<file path="src/sv/tbg_pkg.sv">
// Shared constants for the triangle tangent and bitangent block.
`timescale 1ns / 1ps
`default_nettype none
package tbg_pkg;
    localparam int DEF_WORD_BITS = 32;
    localparam int DEF_FRAC_BITS = 16;
    localparam int QUEUE_DEPTH = 2;
    localparam int CFG_BITS = 3;
    localparam logic [CFG_BITS-1:0] GROUP_SIZE_RESET = 3'd3;

    localparam int JOB_FIELDS = 10;
    localparam int J_DU1 = 0;
    localparam int J_DV1 = 1;
    localparam int J_DU2 = 2;
    localparam int J_DV2 = 3;
    localparam int J_EA0 = 4;
    localparam int J_EA1 = 5;
    localparam int J_EA2 = 6;
    localparam int J_EB0 = 7;
    localparam int J_EB1 = 8;
    localparam int J_EB2 = 9;

    localparam logic [2:0] C_DET = 3'd0;
    localparam logic [2:0] C_TX = 3'd1;
    localparam logic [2:0] C_TY = 3'd2;
    localparam logic [2:0] C_TZ = 3'd3;
    localparam logic [2:0] C_BX = 3'd4;
    localparam logic [2:0] C_BY = 3'd5;
    localparam logic [2:0] C_BZ = 3'd6;
endpackage
`default_nettype wire

</file>
<file path="src/sv/tbg_queue.sv">
// Small register queue between the front end and the arithmetic back end.
`timescale 1ns / 1ps
`default_nettype none
module tbg_queue #(
    parameter int WIDTH = 8,
    parameter int DEPTH = tbg_pkg::QUEUE_DEPTH
) (
    input  wire              clk,
    input  wire              rst_n,
    input  wire              push_valid,
    output logic             push_ready,
    input  wire  [WIDTH-1:0] push_data,
    output logic             pop_valid,
    input  wire              pop_ready,
    output logic [WIDTH-1:0] pop_data
);
    localparam int PW = (DEPTH > 1) ? $clog2(DEPTH) : 1;
    localparam int CW = $clog2(DEPTH + 1);

    logic [WIDTH-1:0] mem_reg [DEPTH];
    logic [PW-1:0] wr_reg;
    logic [PW-1:0] rd_reg;
    logic [CW-1:0] count_reg;
    logic push_fire;
    logic pop_fire;

    function automatic logic [PW-1:0] bump(input logic [PW-1:0] p);
        return (p == PW'(DEPTH - 1)) ? '0 : p + 1'b1;
    endfunction

    assign push_ready = (count_reg != CW'(DEPTH));
    assign pop_valid = (count_reg != '0);
    assign pop_data = mem_reg[rd_reg];
    assign push_fire = push_valid && push_ready;
    assign pop_fire = pop_valid && pop_ready;

    always_ff @(posedge clk or negedge rst_n)
    begin
        if (!rst_n)
        begin
            wr_reg <= '0;
            rd_reg <= '0;
            count_reg <= '0;
        end
        else
        begin
            if (push_fire)
            begin
                wr_reg <= bump(wr_reg);
            end
            if (pop_fire)
            begin
                rd_reg <= bump(rd_reg);
            end
            if (push_fire && !pop_fire)
            begin
                count_reg <= count_reg + 1'b1;
            end
            else if (pop_fire && !push_fire)
            begin
                count_reg <= count_reg - 1'b1;
            end
        end
    end

    always_ff @(posedge clk)
    begin
        if (push_fire)
        begin
            mem_reg[wr_reg] <= push_data;
        end
    end
endmodule
`default_nettype wire

</file>
<file path="config.mk">
export PLATFORM = sky130hd
export DESIGN_NAME = tbg_queue
export DESIGN_NICKNAME = d
export VERILOG_FILES = /design/src/sv/tbg_pkg.sv /design/src/sv/tbg_queue.sv
export SDC_FILE = /design/constraint.sdc
export NUM_CORES = 1
export LEC_CHECK = 0
export ABC_CLOCK_PERIOD_IN_PS = 1300
export BUFFER_PORTS_ARGS = -buffer_cell sky130_fd_sc_hd__buf_4
export CAP_MARGIN = 20
export CELL_PAD_IN_SITES_DETAIL_PLACEMENT = 1
export CELL_PAD_IN_SITES_GLOBAL_PLACEMENT = 2
export CORE_ASPECT_RATIO = 1.4
export CORE_UTILIZATION = 31
export DETAILED_ROUTE_END_ITERATION = 6
export PLACE_DENSITY = 0.7
export SYNTH_ARGS = -nofsm -noshare
export SYNTH_HDL_FRONTEND = slang
export SYNTH_SLANG_ARGS = --single-unit
export TNS_END_PERCENT = 50
</file>
<file path="constraint.sdc">
create_clock -name clk -period 1.3 [get_ports clk]
set_input_delay 0.065 -clock clk [delete_from_list [all_inputs] [get_ports clk]]
set_output_delay 0.065 -clock clk [all_outputs]
set_load 0.03 [all_outputs]
</file>
Word-level counts from Yosys, hierarchy flattened --
Memory sizes are Yosys's and may differ from the RTL's. Cells that the tools add are included.
Storage, ports and cells: flip-flop bits (word level) 4, memory bits (writable) 16, bits of input ports 12, output and inout bits 10, memories kept 1
Memories:
- mem_reg | words 2, bits a word 8, read ports 1, clocked after memory_dff 0, wr ports 1, RTL line tbg_queue.sv:20 | logic [WIDTH-1:0] mem_reg [DEPTH];
Cells by class: add/sub/neg operators 4, equal/unequal tests 1, multiplexer cells 6, reduce and logical (&&, ||, !) cells 8
Operators with widths (count):
- $logic_and 1x1->1 | 4
- $mux 1 | 4
- $mux 2 | 2
- $reduce_bool 2->1 | 2
- $add 1x1->1 const B | 2
- $add 2x1->2 const B | 1
- $logic_not 1->1 | 2
- $ne 2x2->1 const B | 1
- $sub 2x1->2 const B | 1

Logic depth before layout (Yosys ltp) --
Gate-level depths: netlist (run 1).
depth after elaboration 6, mapped depth 7

Worst setup path after synthesis (run 1) --
OpenSTA, ideal clock, no wires.
path type register to register, from register count_reg[0], to memory mem_reg[0][0], enable pin, setup time 0.370 ns, arrival 1.074 ns, required time 0.930 ns, setup slack -0.144 ns, cell stages (with the launch flop) 4, cell sequence dfrtp_1 > nand2b_4 > nand2_1 > nor2_1
Between the ends: cells in the longest elaborated chain, start to end 4
Ends and longest elaborated chain:
- from (decl) | RTL line tbg_queue.sv:23 | logic [CW-1:0] count_reg;
- from (signal assigned) | RTL line tbg_queue.sv:57 | count_reg <= count_reg + 1'b1;
- from (signal assigned) | RTL line tbg_queue.sv:61 | count_reg <= count_reg - 1'b1;
- $ne 2x2->1 | RTL line tbg_queue.sv:31 | assign push_ready = (count_reg != CW'(DEPTH));
- via push_ready | RTL line tbg_queue.sv:11 | output logic push_ready,
- $logic_and 1x1->1 | RTL line tbg_queue.sv:34 | assign push_fire = push_valid && push_ready;
- $mux 1 | RTL line tbg_queue.sv:68 | if (push_fire)
- $mux 1 (not written as such) | RTL line tbg_queue.sv:70 | mem_reg[wr_reg] <= push_data;
- to (decl) | RTL line tbg_queue.sv:20
The timed path passes the listed nets, and every way through them passes these cells.

Final worst setup path (run 1) --
from register rd_reg, to output pop_data[1]
Between the ends: cells in the longest elaborated chain, start to end 1
Ends and longest elaborated chain:
- from (decl) | RTL line tbg_queue.sv:22 | logic [PW-1:0] rd_reg;
- from (signal assigned) | RTL line tbg_queue.sv:53 | rd_reg <= bump(rd_reg);
- $mem_v2 2x8
- to (decl) | RTL line tbg_queue.sv:15 | output logic [WIDTH-1:0] pop_data
No other way between the ends.

==> results of run 1 <==
worst reg2reg max path, delay by kind of cell (launching register included):
family	cells	cell delay, ns
XOR/XNOR	2	0.27
AND/OR/NAND/NOR	3	0.41
flip-flops	1	0.44
adder cells (fa/ha/maj)	1	0.14
cell usage after synthesis:
library cell | n | area share, %
and3_1 | 1 | 0.80
nand2_1 | 1 | 0.48
ha_1 | 1 | 1.6
mux2_2 | 8 | 11
xnor2_1 | 3 | 3.3
nand2b_4 | 1 | 1.7
edfxtp_1 | 16 | 61
nand2_4 | 1 | 1.4
nor2_1 | 2 | 0.95
dfrtp_1 | 4 | 13
inv_1 | 1 | 0.48
xor2_1 | 2 | 2.2
buf_2 | 1 | 0.64
or2_4 | 1 | 1.1
final cells by class:
cell class | instances | share of cell area [%]
flip-flops and latches | 20 | 44.0
repair buffers | 43 | 30.2
multi-input cells | 21 | 19.5
well taps | 34 | 3.21
clock buffers | 4 | 2.74
inverters | 1 | 0.473
repair_timing:
action	CTS	global route
buffers inserted	5	0
hold endpoints to repair	20	0
hold buffers	9	0
setup endpoints to repair	10	26
gates resized for setup	13	15
pin swaps	6	4
metal layers:
| layer | vias to the layer above | share of wire, % | track usage [%] | wire [um] |
|---|---|---|---|---|
| met5 | - | 0 | 0 | 0 |
| met4 | 0 | 0 | 5.19 | 0 |
| met3 | 0 | 4.2 | 2.64 | 68 |
| met2 | 14 | 58 | 23.9 | 945 |
| met1 | 246 | 38 | 14.5 | 616 |
| li1 | 244 | - | - | - |
cell families after synthesis:
family	after synthesis
XOR/XNOR	5
AND/OR/NAND/NOR	7
multiplexers	8
adder cells (fa/ha/maj)	1
buffers and inverters	2
flip-flops	20
cell usage in the layout (no fill, tap or decap):
cell and instances:
buf_4 22, edfxtp_1 16, buf_6 11, dlygate4sd3_1 9, mux2_4 6, xnor2_1 3, clkbuf_4 3, dfrtp_1 3
mux2_2 2, nand2_4 2, nor2_2 2, or2_4 1, nand2b_4 1, inv_4 1, and3_4 1, xor2_2 1
xor2_1 1, ha_4 1, clkbuf_8 1, buf_12 1, dfrtp_2 1
worst paths after layout:
kind / cells past startpoint / to / start / slack [ns]
worst min-delay path: 2 / count_reg[0] / rst_n / 0.09
max in group asynchronous: 2 / rd_reg / rst_n / 1.10
worst max register to register: 6 / count_reg[1] / count_reg[1] / -0.07
worst min register to register: 1 / wr_reg / wr_reg / 0.52
min in group clk: 4 / wr_reg / push_valid / 0.17
worst max-delay path: 3 / pop_data[1] / rd_reg / -0.09
power breakdown:
group	internal (mW)	leakage [nW]	switching (mW)
clock network	0.170	0.0210	0.172
registers	0.899	0.194	0.0992
logic	0.920	0.337	0.778
total	1.99	0.552	1.05
==> parameters.txt, run 1 <==
Parameter                              Value

Placement
  Final weighted congestion of routability-driven global placement ... 0.578
  Number of buffers added on ports ... 21
  Placement-stage cell area ... 1060 um2
  Cells after DPL ... 105
  Pre-CTS WS ... -0.0860 ns
  HPWL after detailed placement ... 1020 um

Timing
  RSZ-0062 raised after global routing ... yes
  Transition at the pin with the smallest max-transition slack ... 0.170 ns
  Final number of hold-violating endpoints ... 0
  Number of pins exceeding their max-slew limit in the final report ... 0
  Clock period minus final worst setup slack ... 1.39 ns
  Largest clock skew in the final design ... 0.00272 ns
  Maximum achievable frequency ... 721 MHz
  Tightest hold margin ... 0.0934 ns
  Accumulated negative setup slack ... -0.655 ns
  Final number of setup-violating endpoints ... 10
  Slew margin rel. ... 88.7%
  Share of the cycle needed by the critical path after routing ... 107%
  Final worst slack ... -0.0862 ns

Synth
  Post-synth net total ... 56
  Proportion of synthesized chip area in sequential cells ... 73.8%
  Syn Std Cell Area ... 787 um2
  Post-Synth XOR/XNOR Area ... 5.56%
  Number of synthesized register bits ... 20
  Synthesized area per cell ... 18.3 um2
  Mux share of post-synthesis cell area ... 11.4%
  Number of synthesis warnings ... 0
  Fraction of the mapped netlist area in adder cells ... 1.59%
  Area fraction in and, or, nand and nor cells after synthesis ... 6.52%
  Yosys cell types ... 14
  Main combinational cell family by area after synthesis ... multiplexers
  Synthesized instance count ... 43
  Share of the synthesized area in compound gates (AO/OA/AOI/OAI) ... 0%

CTS
  Maximum level of the CTS H-tree ... 1
  Clock network latency to the later pin of the worst-skew pair ... 0.29 ns
  Deepest clock path buffer count ... 2
  TritonCTS clock tree ... yes
  Num Clock Sinks ... 20
  Clock slew seen by the registers of the worst setup and hold paths ... 0.11 ns
  Root Buffer ... clkbuf_4
  Number of clock buffers inserted by TritonCTS ... 3

Floorplanning
  Overall die height ... 61.6 um
  I/O pin count ... 22
  Overall die area ... 2750 um2
  X dimension of the die ... 44.6 um
  Count of standard-cell rows ... 21
  Area of the placeable core ... 2390 um2
  Initial core utilization ... 32.9%

Worst setup path
  Worst endpoint data arrival time ... 1.32 ns
  Cell family contributing the most delay on the critical path ... flip-flops
  Highest fanout seen on the critical path ... 5
  Cell chain of the critical path ... buf_6, mux2_4, buf_6
  Category of the worst setup path capture point ... output pin
  CP max stage delay ... 0.44 ns
  Critical path buffers and inverters ... 2
  Kind of critical path ... flip-flop to output pin
  Cell type with the highest occurrence count on the critical path ... buf_6
  Critical path startpoint category ... flip-flop
  Critical path required time ... 1.24 ns
  Slowest library cell on the worst path ... dfrtp_2

Global route
  Antenna violations before repair ... 0
  Congestion Overflow GR ... 0
  Pin count of the biggest net entering global routing ... 12
  First-pass GRT wire length ... 2420 um
  Number of global-route vias before repair ... 535
  GRT Resource Usage Total ... 13.0%

Final layout
  Nets@finish ... 103
  Footprint of the multi-input gates ... 258 um2
  Max FFs per register ... 16
  Final core utilization ... 55.4%
  FILL cells ... 227
  Growth of design area from synthesis to finish ... 68.2%
  Antenna diodes ... 0
  Seq. cell area ... 582 um2
  Final std cells w/o fill ... 123
  Cell area after layout ... 1320 um2
  Ratio of cells with drive above 1 in the final layout ... 64.0%

Detailed routing
  Number of optimization iterations in the first detailed-route pass ... 2
  Drt via density ... 4.10
  Wire length reported by the detailed router ... 1630 um
  Remaining design rule violation count ... 0
  Number of nets with antenna violations after routing ... 0
  Wirelength per Cell ... 13.2 um
  Total number of vias ... 504
  Detailed router's first-iteration violation count ... 10

Power
  Peak ir drop on the vdd network ... 1130 uV
  Power Density ... 2300 nW/um2
  Leak pwr ... 0.552 nW
  Power consumption ... 3.04 mW

Outcome
  Violations in the final reports ... setup timing
  Status ... finished with violations

Flow run
  Max-cap violation count ... 0

Min path
  Hold/Removal Path Class ... input pin to async pin
Power figures use the tool's default switching activity.
==> inputs of run 2 (changes only) <==
ABC_AREA = 1   (was unset)
CORE_UTILIZATION = 28   (was 31)
PLACE_DENSITY = 0.69   (was 0.7)
==> run 2 against run 1 <==
- the flow now finishes without violations
- cell count grew 16%
- die area grew 16%
- non-clock buffer count shrank 9
- synthesized cell count grew 63%
- critical path type is now flip-flop to flip-flop
- critical endpoint is now mem_reg[0][4]
- clock skew grew 0.00065 ns
- cell area shrank 8.6%
- via count grew 18%
- sequential power shrank 1%
- fmax grew 12%
- combinational power shrank 19%
- largest power group unchanged
- wire length shrank 1.7%
==> parameters.txt, run 2 <==
Parameter                              Value

Global route
  Number of global-route vias before repair ... 631 (was 535)
  Antenna violations before repair ... 0 (unchanged)
  GRT Resource Usage Total ... 11.9% (was 13.0%)
  First-pass GRT wire length ... 2600 um (was 2420 um)
  Congestion Overflow GR ... 0 (unchanged)
  Pin count of the biggest net entering global routing ... 11 (was 12)

Synth
  Most frequent cell after synthesis ... nand2_1 (was edfxtp_1)
  Largest cells by area after synthesis ... edfxtp_1, nand2_1, dfrtp_1, nand2_4, xor2_2 (was edfxtp_1, dfrtp_1, mux2_2, xnor2_1, xor2_1)
  Mux share of post-synthesis cell area ... 0% (was 11.4%)
  Most area-hungry cell type in the Yosys netlist ... edfxtp_1 (unchanged)
  Post-Synth XOR/XNOR Area ... 3.03% (was 5.56%)
  Yosys top cell area share ... 58.1% (was 61.0%)
  Share of the synthesized area in compound gates (AO/OA/AOI/OAI) ... 0% (unchanged)
  Proportion of synthesized chip area in sequential cells ... 70.2% (was 73.8%)
  Yosys cell types ... 14 (unchanged)
  Number of synthesis warnings ... 0 (unchanged)
  Syn Std Cell Area ... 827 um2 (was 787 um2)
  Main combinational cell family by area after synthesis ... simple AND/OR/NAND/NOR gates (was multiplexers)
  Synthesized area per cell ... 11.8 um2 (was 18.3 um2)
  Cell types with the highest counts after synthesis ... nand2_1, edfxtp_1, dfrtp_1, inv_1, inv_2 (was edfxtp_1, mux2_2, dfrtp_1)
  Area fraction in and, or, nand and nor cells after synthesis ... 20.7% (was 6.52%)
  Post-synth net total ... 83 (was 56)
  Fraction of the mapped netlist area in adder cells ... 1.51% (was 1.59%)
  Fraction of synthesis flops using an asynchronous set or reset pin ... 20.0% (unchanged)
  Number of enable flip-flop cells after synthesis ... 16 (unchanged)
  Number of synthesized register bits ... 20 (unchanged)
  Dominant synthesized flop cell ... edfxtp_1 (unchanged)
  Synthesized instance count ... 70 (was 43)

Worst setup path
  Critical path required time ... 1.26 ns (was 1.24 ns)
  Category of the worst setup path capture point ... flip-flop (was output pin)
  Critical path startpoint category ... flip-flop (unchanged)
  Worst endpoint data arrival time ... 1.20 ns (was 1.32 ns)
  Highest fanout seen on the critical path ... 8 (was 5)
  Kind of critical path ... flip-flop to flip-flop (was flip-flop to output pin)

Power
  Peak ir drop on the vdd network ... 1240 uV (was 1130 uV)
  Leak pwr ... 0.543 nW (was 0.552 nW)
  Fraction of power consumed by combinational cells ... 50.3% (was 55.9%)
  Switching power as a share of total power ... 40.5% (was 34.5%)
  Internal power ... 1.64 mW (was 1.99 mW)
  Part of the total power dissipated in sequential elements ... 35.7% (was 32.8%)
  Sw power ... 1.11 mW (was 1.05 mW)
  Power Density ... 2270 nW/um2 (was 2300 nW/um2)
  Clk pwr share ... 14.0% (was 11.3%)

Timing
  Final number of setup-violating endpoints ... 0 (was 10)
  Share of the cycle needed by the critical path after routing ... 95.6% (was 107%)
  Number of pins exceeding their max-slew limit in the final report ... 0 (unchanged)
  Final number of hold-violating endpoints ... 0 (unchanged)
  Largest clock skew in the final design ... 0.00336 ns (was 0.00272 ns)
  Slew margin rel. ... 88.6% (was 88.7%)
  Clock period minus final worst setup slack ... 1.24 ns (was 1.39 ns)
  Maximum achievable frequency ... 805 MHz (was 721 MHz)
  Final worst slack ... 0.0573 ns (was -0.0862 ns)
  Transition at the pin with the smallest max-transition slack ... 0.170 ns (about the same)

Final layout
  Final std cells w/o fill ... 143 (was 123)
  Commonest non-fill, non-tap cells in the layout ... nand2_1, buf_4, edfxtp_1, dlygate4sd3_1, inv_2 (was buf_4, edfxtp_1, buf_6, dlygate4sd3_1, mux2_4)
  Max FFs per register ... 16 (unchanged)
  Final core utilization ... 42.5% (was 55.4%)
  Growth of design area from synthesis to finish ... 46.3% (was 68.2%)
  Most frequent standard cell in the layout excluding fill and tap cells ... nand2_1 (was buf_4)
  Nets@finish ... 121 (was 103)
  Cell area after layout ... 1210 um2 (was 1320 um2)
  Ratio of cells with drive above 1 in the final layout ... 39.6% (was 64.0%)
  Antenna diodes ... 0 (unchanged)

CTS
  Clock network latency to the later pin of the worst-skew pair ... 0.25 ns (was 0.29 ns)
  Clock slew seen by the registers of the worst setup and hold paths ... 0.07 ns (was 0.11 ns)
  Root Buffer ... clkbuf_8 (was clkbuf_4)
  Maximum level of the CTS H-tree ... 1 (unchanged)
  Num Clock Sinks ... 20 (unchanged)
  Deepest clock path buffer count ... 2 (unchanged)
  TritonCTS clock tree ... yes (unchanged)
  Number of setup buffers added after CTS ... 0 (was 5)
  Number of clock buffers inserted by TritonCTS ... 3 (unchanged)

Placement
  Placement-stage cell area ... 1060 um2 (about the same)
  HPWL after detailed placement ... 1200 um (was 1020 um)
  Cells after DPL ... 132 (was 105)
  Number of buffers added on ports ... 21 (unchanged)
  Final weighted congestion of routability-driven global placement ... 0.670 (was 0.578)
  Pre-CTS WS ... -0.0336 ns (was -0.0860 ns)

Floorplanning
  Overall die height ... 66.3 um (was 61.6 um)
  Overall die area ... 3180 um2 (was 2750 um2)
  X dimension of the die ... 47.9 um (was 44.6 um)
  Count of standard-cell rows ... 23 (was 21)
  Initial core utilization ... 29.0% (was 32.9%)
  I/O pin count ... 22 (unchanged)
  Area of the placeable core ... 2850 um2 (was 2390 um2)

Outcome
  Status ... complete, no violations (was finished with violations)

Detailed routing
  Total number of vias ... 593 (was 504)
  Number of optimization iterations in the first detailed-route pass ... 3 (was 2)
  Drt via density ... 4.15 (was 4.10)
  Wire length reported by the detailed router ... 1600 um (was 1630 um)
  Number of nets with antenna violations after routing ... 0 (unchanged)
  Remaining design rule violation count ... 0 (unchanged)
  Detailed router's first-iteration violation count ... 3 (was 10)
  Wirelength per Cell ... 11.2 um (was 13.2 um)

Min path
  Hold/Removal Path Class ... input pin to flip-flop (was input pin to async pin)

Flow run
  Max-cap violation count ... 0 (unchanged)
[run 2: changes by cell type after synthesis, sizes merged]
cell    delta
nand4      +1
inv        +6
nand2b     -1
mux2       -8
and3       -1
nand2     +32
xnor2      -2
or2        -1
xor2       -1
nand3      +2
[run 2: layout make-up]
| cell class | count | area (um2) |
|---|---|---|
| well taps | 37 | 46.3 |
| repair buffers | 34 | 283 |
| fillers | 328 | 1640 |
| multi-input cells | 42 | 231 |
| flip-flops and latches | 20 | 582 |
| clock buffers | 3 | 41.3 |
| inverters | 7 | 26.3 |
[run 2: per-layer routing]
metal	routed length [um]	track usage [%]
met4	14	5.21
met2	948	23.5
met5	0	0
met3	68	2.19
met1	569	10.5
[run 2: worst paths after layout]
check	start	to	slack, ns	cells past startpoint
worst max-delay path	count_reg[1]	mem_reg[0][4]	0.06	5
worst min-delay path	push_data[0]	mem_reg[1][0]	0.006	1
worst max register to register	count_reg[1]	mem_reg[0][4]	0.06	5
worst min register to register	rd_reg	rd_reg	0.54	2
max in group asynchronous	rst_n	count_reg[1]	1.04	2
min in group asynchronous	rst_n	count_reg[0]	0.14	2
[run 2: per-stage QoR]
| step | power [mW] | setup TNS [ns] | hold slack, ns |
|---|---|---|---|
| finish | 2.75 | 0 | 0.00617 |
| global route | 2.95 | -0.00330 | 0.00360 |
| CTS | 2.75 | 0 | 0.00253 |
| detailed placement | 2.32 | -0.0336 | -0.131 |
| global placement | 2.29 | -0.0181 | -0.130 |
| floorplan | 1.84 | -1.33 | -0.231 |
[run 2: critical path, stage by stage (launching register included)]
cell and delay [ns]:
dfrtp_2 0.44, nand2_4 0.09, nand2_4 0.04, buf_4 0.14
nor2_2 0.09, buf_6 0.15
[run 2: power groups by stage]
stage / clock, mW / sequential (mW) / combinational [mW]
2_1_floorplan: 0 / 0.971 / 0.865
4_1_cts: 0.396 / 0.985 / 1.37
6_report: 0.384 / 0.984 / 1.38
3_5_place_dp: 0 / 0.995 / 1.32
3_3_place_gp: 0 / 0.986 / 1.31
5_1_grt: 0.426 / 1.00 / 1.53
[run 2: cells by family (layout without fill, tap and decap cells)]
group | count (synthesis) | after routing
simple gates | 39 | 39
flops | 20 | 20
buf+inv | 8 | 44
xor+xnor | 2 | 2
fa+ha+maj | 1 | 1
[run 2: what timing repair did]
action | in CTS | in global routing
endpoints found under the setup margin | 9 | 17
hold endpoints to repair | 14 | 4
resized for setup | 2 | 6
pin swaps | 0 | 0
hold buffers | 6 | 2
